File: src/hdl/mha_pkg.sv
// Shared types and constants for the magnetometer heading unit.
// Angle formats, turn constants and the CORDIC arctangent table.
package mha_pkg;

    localparam int GUARD_BITS   = 24;
    localparam int ANGLE_W      = 22;
    localparam int OFFSET_W     = 14;
    localparam int FRAC_BITS    = 8;
    localparam int WRAP_W       = 25;
    localparam int TURN_W       = 23;
    localparam int HEADING_W    = 13;
    localparam int ATAN_ENTRIES = 24;

    localparam logic signed [ANGLE_W-1:0] HALF_TURN = ANGLE_W'(737280);

    localparam logic [TURN_W-1:0] FULL_TURN_1 = TURN_W'(1474560);
    localparam logic [TURN_W-1:0] FULL_TURN_2 = TURN_W'(2949120);
    localparam logic [TURN_W-1:0] FULL_TURN_3 = TURN_W'(4423680);

    // two full turns minus a quarter turn plus half an output LSB
    localparam logic signed [WRAP_W-1:0] WRAP_BIAS = WRAP_W'(2580608);

    localparam logic signed [ANGLE_W-1:0] ATAN_TABLE [ATAN_ENTRIES] = '{
        ANGLE_W'(184320), ANGLE_W'(108810), ANGLE_W'(57492), ANGLE_W'(29184),
        ANGLE_W'(14649),  ANGLE_W'(7331),   ANGLE_W'(3667),  ANGLE_W'(1833),
        ANGLE_W'(917),    ANGLE_W'(458),    ANGLE_W'(229),   ANGLE_W'(115),
        ANGLE_W'(57),     ANGLE_W'(29),     ANGLE_W'(14),    ANGLE_W'(7),
        ANGLE_W'(4),      ANGLE_W'(2),      ANGLE_W'(1),     ANGLE_W'(0),
        ANGLE_W'(0),      ANGLE_W'(0),      ANGLE_W'(0),     ANGLE_W'(0)
    };

    typedef struct packed {
        logic                      zero;
        logic signed [ANGLE_W-1:0] z;
    } angle_t;

    function automatic logic signed [ANGLE_W-1:0] atan_entry(input int idx);
        if (idx < ATAN_ENTRIES) begin
            return ATAN_TABLE[idx];
        end
        return '0;
    endfunction

endpackage

File: src/hdl/magnetometer_heading_atan2_unit.sv
// Compass heading from X/Y magnetometer samples via a pipelined vectoring CORDIC.
// Pipeline registers: input fold, one per iteration, two output.
// Throughput: one sample per cycle while the output is not stalled; each CORDIC iteration owns a register stage.
// Ready ripples back per stage, so bubbles fill while the output transfer stalls.
// Reset (aresetn low, synchronous) empties all stages and clears the offset register.
// Depends on mha_pkg, mha_prep, mha_cordic_stage and mha_wrap.
module magnetometer_heading_atan2_unit #(
    parameter int CORDIC_STAGES = 16,
    parameter int SAMPLE_WIDTH  = 16
) (
    input  logic                                 aclk,
    input  logic                                 aresetn,
    input  logic                                 cfg_we,
    input  logic signed [mha_pkg::OFFSET_W-1:0]  cfg_wdata,
    input  logic                                 s_valid,
    output logic                                 s_ready,
    input  logic signed [SAMPLE_WIDTH-1:0]       s_field_x,
    input  logic signed [SAMPLE_WIDTH-1:0]       s_field_y,
    output logic                                 m_valid,
    input  logic                                 m_ready,
    output logic [mha_pkg::HEADING_W-1:0]        m_heading_angle
);
    import mha_pkg::*;

    localparam int DW = SAMPLE_WIDTH + GUARD_BITS + 3;

    logic signed [OFFSET_W-1:0] offset_reg;
    logic                       valid_pipe [CORDIC_STAGES+1];
    logic                       ready_pipe [CORDIC_STAGES+1];
    logic signed [DW-1:0]       x_pipe     [CORDIC_STAGES+1];
    logic signed [DW-1:0]       y_pipe     [CORDIC_STAGES+1];
    angle_t                     a_pipe     [CORDIC_STAGES+1];

    always_ff @(posedge aclk) begin
        if (!aresetn) begin
            offset_reg <= '0;
        end else if (cfg_we) begin
            offset_reg <= cfg_wdata;
        end
    end

    mha_prep #(
        .SAMPLE_WIDTH (SAMPLE_WIDTH),
        .DW           (DW)
    ) u_prep (
        .aclk      (aclk),
        .aresetn   (aresetn),
        .in_valid  (s_valid),
        .in_ready  (s_ready),
        .field_x   (s_field_x),
        .field_y   (s_field_y),
        .out_valid (valid_pipe[0]),
        .out_ready (ready_pipe[0]),
        .x_out     (x_pipe[0]),
        .y_out     (y_pipe[0]),
        .a_out     (a_pipe[0])
    );

    for (genvar i = 0; i < CORDIC_STAGES; i++) begin : g_stage
        mha_cordic_stage #(
            .DW    (DW),
            .SHIFT (i)
        ) u_stage (
            .aclk      (aclk),
            .aresetn   (aresetn),
            .in_valid  (valid_pipe[i]),
            .in_ready  (ready_pipe[i]),
            .x_in      (x_pipe[i]),
            .y_in      (y_pipe[i]),
            .a_in      (a_pipe[i]),
            .out_valid (valid_pipe[i+1]),
            .out_ready (ready_pipe[i+1]),
            .x_out     (x_pipe[i+1]),
            .y_out     (y_pipe[i+1]),
            .a_out     (a_pipe[i+1])
        );
    end

    mha_wrap u_wrap (
        .aclk           (aclk),
        .aresetn        (aresetn),
        .in_valid       (valid_pipe[CORDIC_STAGES]),
        .in_ready       (ready_pipe[CORDIC_STAGES]),
        .a_in           (a_pipe[CORDIC_STAGES]),
        .trim_offset    (offset_reg),
        .out_valid      (m_valid),
        .out_ready      (m_ready),
        .heading_angle  (m_heading_angle)
    );

endmodule

File: src/hdl/mha_prep.sv
// Input stage: sign-extend and scale the sample, fold the left half plane.
// Depends on mha_pkg.
module mha_prep #(
    parameter int SAMPLE_WIDTH = 16,
    parameter int DW           = 43
) (
    input  logic                          aclk,
    input  logic                          aresetn,
    input  logic                          in_valid,
    output logic                          in_ready,
    input  logic signed [SAMPLE_WIDTH-1:0] field_x,
    input  logic signed [SAMPLE_WIDTH-1:0] field_y,
    output logic                          out_valid,
    input  logic                          out_ready,
    output logic signed [DW-1:0]          x_out,
    output logic signed [DW-1:0]          y_out,
    output mha_pkg::angle_t               a_out
);
    import mha_pkg::*;

    localparam int EXT_W = DW - SAMPLE_WIDTH - GUARD_BITS;

    logic                 valid_reg;
    logic signed [DW-1:0] x_reg, x_next;
    logic signed [DW-1:0] y_reg, y_next;
    angle_t               a_reg, a_next;
    logic signed [DW-1:0] x_wide, y_wide;

    assign in_ready = !valid_reg || out_ready;

    always_comb begin
        x_wide = $signed({{EXT_W{field_x[SAMPLE_WIDTH-1]}}, field_x, {GUARD_BITS{1'b0}}});
        y_wide = $signed({{EXT_W{field_y[SAMPLE_WIDTH-1]}}, field_y, {GUARD_BITS{1'b0}}});
        a_next.zero = (field_x == '0) && (field_y == '0);
        if (field_x[SAMPLE_WIDTH-1]) begin
            x_next  = -x_wide;
            y_next  = -y_wide;
            a_next.z = HALF_TURN;
        end else begin
            x_next  = x_wide;
            y_next  = y_wide;
            a_next.z = '0;
        end
    end

    always_ff @(posedge aclk) begin
        if (!aresetn) begin
            valid_reg <= 1'b0;
        end else if (in_ready) begin
            valid_reg <= in_valid;
        end
    end

    always_ff @(posedge aclk) begin
        if (in_valid && in_ready) begin
            x_reg <= x_next;
            y_reg <= y_next;
            a_reg <= a_next;
        end
    end

    assign out_valid = valid_reg;
    assign x_out     = x_reg;
    assign y_out     = y_reg;
    assign a_out     = a_reg;

endmodule

File: src/hdl/mha_cordic_stage.sv
// One vectoring CORDIC iteration with its pipeline register.
// Depends on mha_pkg for the angle type and arctangent table.
module mha_cordic_stage #(
    parameter int DW    = 43,
    parameter int SHIFT = 0
) (
    input  logic                 aclk,
    input  logic                 aresetn,
    input  logic                 in_valid,
    output logic                 in_ready,
    input  logic signed [DW-1:0] x_in,
    input  logic signed [DW-1:0] y_in,
    input  mha_pkg::angle_t      a_in,
    output logic                 out_valid,
    input  logic                 out_ready,
    output logic signed [DW-1:0] x_out,
    output logic signed [DW-1:0] y_out,
    output mha_pkg::angle_t      a_out
);
    import mha_pkg::*;

    localparam logic signed [ANGLE_W-1:0] ATAN_STEP = atan_entry(SHIFT);

    logic                 valid_reg;
    logic signed [DW-1:0] x_reg, x_next;
    logic signed [DW-1:0] y_reg, y_next;
    angle_t               a_reg, a_next;
    logic signed [DW-1:0] xs, ys;

    assign in_ready = !valid_reg || out_ready;

    always_comb begin
        xs = x_in >>> SHIFT;
        ys = y_in >>> SHIFT;
        a_next.zero = a_in.zero;
        if (!y_in[DW-1]) begin
            x_next   = x_in + ys;
            y_next   = y_in - xs;
            a_next.z = a_in.z + ATAN_STEP;
        end else begin
            x_next   = x_in - ys;
            y_next   = y_in + xs;
            a_next.z = a_in.z - ATAN_STEP;
        end
    end

    always_ff @(posedge aclk) begin
        if (!aresetn) begin
            valid_reg <= 1'b0;
        end else if (in_ready) begin
            valid_reg <= in_valid;
        end
    end

    always_ff @(posedge aclk) begin
        if (in_valid && in_ready) begin
            x_reg <= x_next;
            y_reg <= y_next;
            a_reg <= a_next;
        end
    end

    assign out_valid = valid_reg;
    assign x_out     = x_reg;
    assign y_out     = y_reg;
    assign a_out     = a_reg;

endmodule

File: src/hdl/mha_wrap.sv
// Output stages: add offset and bias, then wrap into one turn and round.
// Depends on mha_pkg for the angle type and turn constants.
module mha_wrap (
    input  logic                                 aclk,
    input  logic                                 aresetn,
    input  logic                                 in_valid,
    output logic                                 in_ready,
    input  mha_pkg::angle_t                      a_in,
    input  logic signed [mha_pkg::OFFSET_W-1:0]  trim_offset,
    output logic                                 out_valid,
    input  logic                                 out_ready,
    output logic [mha_pkg::HEADING_W-1:0]        heading_angle
);
    import mha_pkg::*;

    logic                      sum_valid_reg;
    logic [TURN_W-1:0]         sum_reg, sum_next;
    logic                      sum_ready;
    logic                      out_valid_reg;
    logic [HEADING_W-1:0]      heading_reg, heading_next;
    logic signed [WRAP_W-1:0]  z_ext, off_ext, total;
    logic [TURN_W-1:0]         rem;

    assign sum_ready = !out_valid_reg || out_ready;
    assign in_ready  = !sum_valid_reg || sum_ready;

    always_comb begin
        if (a_in.zero) begin
            z_ext = '0;
        end else begin
            z_ext = {{(WRAP_W-ANGLE_W){a_in.z[ANGLE_W-1]}}, a_in.z};
        end
        off_ext = {{(WRAP_W-OFFSET_W-FRAC_BITS){trim_offset[OFFSET_W-1]}},
                   trim_offset, {FRAC_BITS{1'b0}}};
        total    = z_ext + off_ext + WRAP_BIAS;
        sum_next = total[TURN_W-1:0];
    end

    always_comb begin
        if (sum_reg >= FULL_TURN_3) begin
            rem = sum_reg - FULL_TURN_3;
        end else if (sum_reg >= FULL_TURN_2) begin
            rem = sum_reg - FULL_TURN_2;
        end else if (sum_reg >= FULL_TURN_1) begin
            rem = sum_reg - FULL_TURN_1;
        end else begin
            rem = sum_reg;
        end
        heading_next = rem[FRAC_BITS+HEADING_W-1:FRAC_BITS];
    end

    always_ff @(posedge aclk) begin
        if (!aresetn) begin
            sum_valid_reg <= 1'b0;
            out_valid_reg <= 1'b0;
        end else begin
            if (in_ready) begin
                sum_valid_reg <= in_valid;
            end
            if (sum_ready) begin
                out_valid_reg <= sum_valid_reg;
            end
        end
    end

    always_ff @(posedge aclk) begin
        if (in_valid && in_ready) begin
            sum_reg <= sum_next;
        end
        if (sum_valid_reg && sum_ready) begin
            heading_reg <= heading_next;
        end
    end

    assign out_valid     = out_valid_reg;
    assign heading_angle = heading_reg;

endmodule

File: config.mk
export PLATFORM = sky130hd
export DESIGN_NAME = magnetometer_heading_atan2_unit
export DESIGN_NICKNAME = d
export VERILOG_FILES = /design/src/hdl/mha_pkg.sv /design/src/hdl/magnetometer_heading_atan2_unit.sv /design/src/hdl/mha_prep.sv /design/src/hdl/mha_cordic_stage.sv /design/src/hdl/mha_wrap.sv
export SDC_FILE = /design/constraint.sdc
export NUM_CORES = 2
export LEC_CHECK = 0
export ABC_CLOCK_PERIOD_IN_PS = 24200
export BUFFER_PORTS_ARGS = -buffer_cell sky130_fd_sc_hd__buf_2
export CAP_MARGIN = 25
export CORE_AREA = 2 2 647 649
export DETAILED_ROUTE_END_ITERATION = 10
export DIE_AREA = 0 0 649 651
export GPL_ROUTABILITY_DRIVEN = 1
export HOLD_SLACK_MARGIN = 0.12
export PLACE_DENSITY = 0.43
export SYNTH_ARGS = -nofsm -noshare
export SYNTH_HDL_FRONTEND = slang
export SYNTH_SLANG_ARGS = --single-unit
export TNS_END_PERCENT = 30
File: constraint.sdc
create_clock -name aclk -period 24.2 [get_ports aclk]
set_clock_uncertainty 0.1 [all_clocks]
set_input_delay 4.84 -clock aclk [delete_from_list [all_inputs] [get_ports aclk]]
set_output_delay 4.84 -clock aclk [all_outputs]
set_load 0.03 [all_outputs]
==> summary.txt <==
Run status
  • Status: completed

Cells and area
  • Final net count: 13800
  • Final Cell Area: 129000 um^2
  • Synthesis-to-layout area growth: 11.3%
  • Fillers: 43300
  • Footprint of the multi-input gates: 71500 um^2
  • Layout cell share with drive strength beyond 1: 0.0458
  • Final Util: 0.311
  • Number of flip-flops under the largest register name: 490
  • Storage element area: 41500 um^2

STA
  • Final-report hold violation count: 0
  • Min Clock Period, post-route: 13880 ps
  • Final setup viols: 0
  • Measured slew at the worst slew-check pin: 1030 ps
  • Worst hold margin: 277 ps
  • Setup TNS: 0 ps
  • Setup ws final: 10320 ps
  • RSZ-0062 raised after global routing: no
  • Crit share post-route: 0.573
  • Max Fclk: 72.1 MHz
  • Final Max Tran Viols: 0
  • Max-slew headroom: 0.308

Global routing
  • Largest net degree at the start of global routing: 72
  • Total grt overflow: 0
  • Number of global-route vias before repair: 85800
  • Total Routing Usage GR: 0.152
  • First-pass GRT wire length: 514 mm
  • Antenna violations before repair: 6

Yosys
  • Synth Register Bits: 1392
  • Sequential-to-total area share from yosys stat: 0.357
  • Count of cell types in the netlist: 113
  • Mapped Area: 116000 um^2
  • Share of flip-flops with an asynchronous set or reset: 0
  • Synth Area in Compound Gates: 0.184
  • Cell count after synthesis: 12300
  • Post-Synth Adder-Cell Area: 0.147
  • Post-Synth Simple-Gate Area: 0.144
  • Avg Cell Area, Syn: 9.45 um^2
  • Largest family of logic cells by synthesized area: compound AO/OA/AOI/OAI gates
  • Mux cell area share after synthesis: 0.00642
  • EDFF count, synth: 1359
  • Post-Synth XOR/XNOR Area: 0.134
  • Main synth FF type: edfxtp_1
  • Ys Warns: 0

Worst hold path
  • Hold Crit Class: flip-flop to flip-flop

Worst setup path
  • Setup CP Type: input port to output pin
  • Crit path DAT: 8940 ps
  • CP Max Fanout: 6
  • Critical Path RT: 19260 ps
  • Critical Path End Type: output pin
  • Setup crit start kind: input port

Drt
  • DR WL/cell: 18.3 um
  • Via Count: 87800
  • Vias per Instance: 4.87
  • Drt total wl: 331 mm
  • DRC: 0
  • Drt pass-1 iters: 5
  • 1st-iter DRT viols: 4950
  • Routed Antenna Nets: 0

Power
  • Sw frac: 0.241
  • Gate power share: 0.086
  • Clock network fraction of total power: 0.457
  • Leakage: 51.2 nW
  • Max VDD drop: 0.0000520 V
  • PwrDens: 46.1 nW/um^2
  • P_sw: 1.43 mW
  • Seq pwr share: 0.457
  • Cell-internal power: 4.52 mW

Die
  • Core area: 415000 um^2
  • Die Area: 422000 um^2
  • Initial Util: 0.279
  • Placement Rows: 237
  • Die width: 649 um
  • Ports: 66
  • Vert. Die Dim: 651 um

Clock tree
  • Post_cts resized: 0
  • CTS tree: yes
  • Clock buffer depth: 4
  • # H-tree levels: 4
  • Root Buffer: clkbuf_16
  • Post-CTS Setup Inserts: 0
  • Clk pin slew, worst setup/hold paths: 60 ps
  • CTS Sinks: 1392
  • TritonCTS Buffers: 176
  • Worst-skew pair later-pin latency: 910 ps
  • Hold-fix buffers at CTS: 0

Run
  • Max-cap violations: 0

Placed design
  • # port buffers: 65
  • DP Area: 123000 um^2
  • Worst slack, placed: 10240 ps
  • Placer's final routability congestion estimate: 0.821
  • HPWL after DPL: 267 mm
## through the flow
stage               total power [mW]  cells
finish                          5.95  18000
global route                    6.22  18000
CTS                             6.07  18000
detailed placement              3.28  17700
global placement                3.28  17700
floorplan                       3.15  12300
## cell usage after synthesis (all sizes together) (27+ instances only)
cell	n	share of area
edfxtp	1359	0.35
ha	1313	0.14
a21oi	1281	0.055
nor2	1232	0.040
xnor2	1152	0.087
inv	648	0.021
xor2	625	0.047
nand2	602	0.019
o21ai	537	0.023
a21o	465	0.030
nor3	363	0.016
nor2b	241	0.013
nand2b	180	0.0097
o21bai	180	0.012
clkbuf	170	0.0055
nand3	170	0.0073
o21a	166	0.011
a31oi	153	0.0086
and3	109	0.0059
nor4	105	0.0058
and2	104	0.0056
or3	96	0.0052
a21boi	83	0.0055
a211oi	77	0.0051
nand4	71	0.0038
o31ai	56	0.0037
o211ai	47	0.0030
o41ai	44	0.0034
mux2i	43	0.0037
or2	38	0.0020
buf	36	0.0013
dfxtp	33	0.0057
or4	33	0.0022
fa	30	0.0052
a31o	29	0.0022
mux2	28	0.0027
nor3b	27	0.0017
## final cells by class
cell class              count  area share
multi-input cells       10000       0.554
well taps                5497      0.0532
flip-flops and latches   1392       0.321
diodes                      4   0.0000775
inverters                 649      0.0189
clock inverters           112     0.00925
repair buffers            143     0.00731
clock buffers             208      0.0363
## layout by cell type (no fill, tap or decap), drive strengths merged, types with 38 or more instances in the layout
cell,instances
xnor2,1152
nand4,71
a21o,465
and2,104
and3,109
ha,1313
o41ai,44
a21boi,83
buf,143
a211oi,77
edfxtp,1359
nand2,602
nand2b,180
clkinv,69
xor2,625
o21bai,180
or3,96
o21ai,537
or2,38
inv,660
o211ai,47
nand3,170
nor4,105
mux2i,43
o21a,166
nor3,363
nor2,1232
nor2b,241
o31ai,56
a21oi,1281
clkbuf,208
a31oi,153
## final timing paths
path / from / slack, ps / depth (start not counted) / endpoint
max: m_ready / 10320 / 15 / s_ready
min: g_stage[5].u_stage.a_out[22] / 280 / 0 / g_stage[6].u_stage.a_out[22]
max reg2reg: g_stage[12].u_stage.y_out[18] / 17470 / 22 / g_stage[13].u_stage.x_out[42]
min reg2reg: g_stage[5].u_stage.a_out[22] / 280 / 0 / g_stage[6].u_stage.a_out[22]
## power by group through the flow
stage	Sequential (mW)	Clock [mW]	Combinational (mW)
after floorplan	2.76	0	0.399
after global placement	2.77	0	0.515
after detailed placement	2.77	0	0.515
after global routing	2.72	2.91	0.584
final	2.72	2.72	0.512
after CTS	2.72	2.83	0.519
## routing by layer
| layer | vias to the layer above | share of wire | track usage |
|---|---|---|---|
| met4 | 0 | 0.027 | 0.0417 |
| met3 | 323 | 0.028 | 0.0145 |
| li1 | 45100 | - | - |
| met1 | 41300 | 0.48 | 0.207 |
| met2 | 1044 | 0.46 | 0.256 |
| met5 | - | 0 | 0 |
## critical path: stages
cell and delay (ps):
buf_2 90, and2b_1 300, and3_2 280, and3_1 270
and2_1 370, and3_1 400, and3_1 300, and2_1 350
and3_1 470, nand3_1 150, nor2_1 290, and2_0 180
buf_4 190, nand3_1 200, buf_2 250
## kinds of logic after synthesis
group,Yosys count
other,1
DFF,1392
AOI/OAI and AO/OA,3379
buffers and inverters,855
muxes,71
adders and majority gates,1343
xor gates and xnor gates,1777
and+or+nand+nor,3459
(Power assumes the default switching activity.)
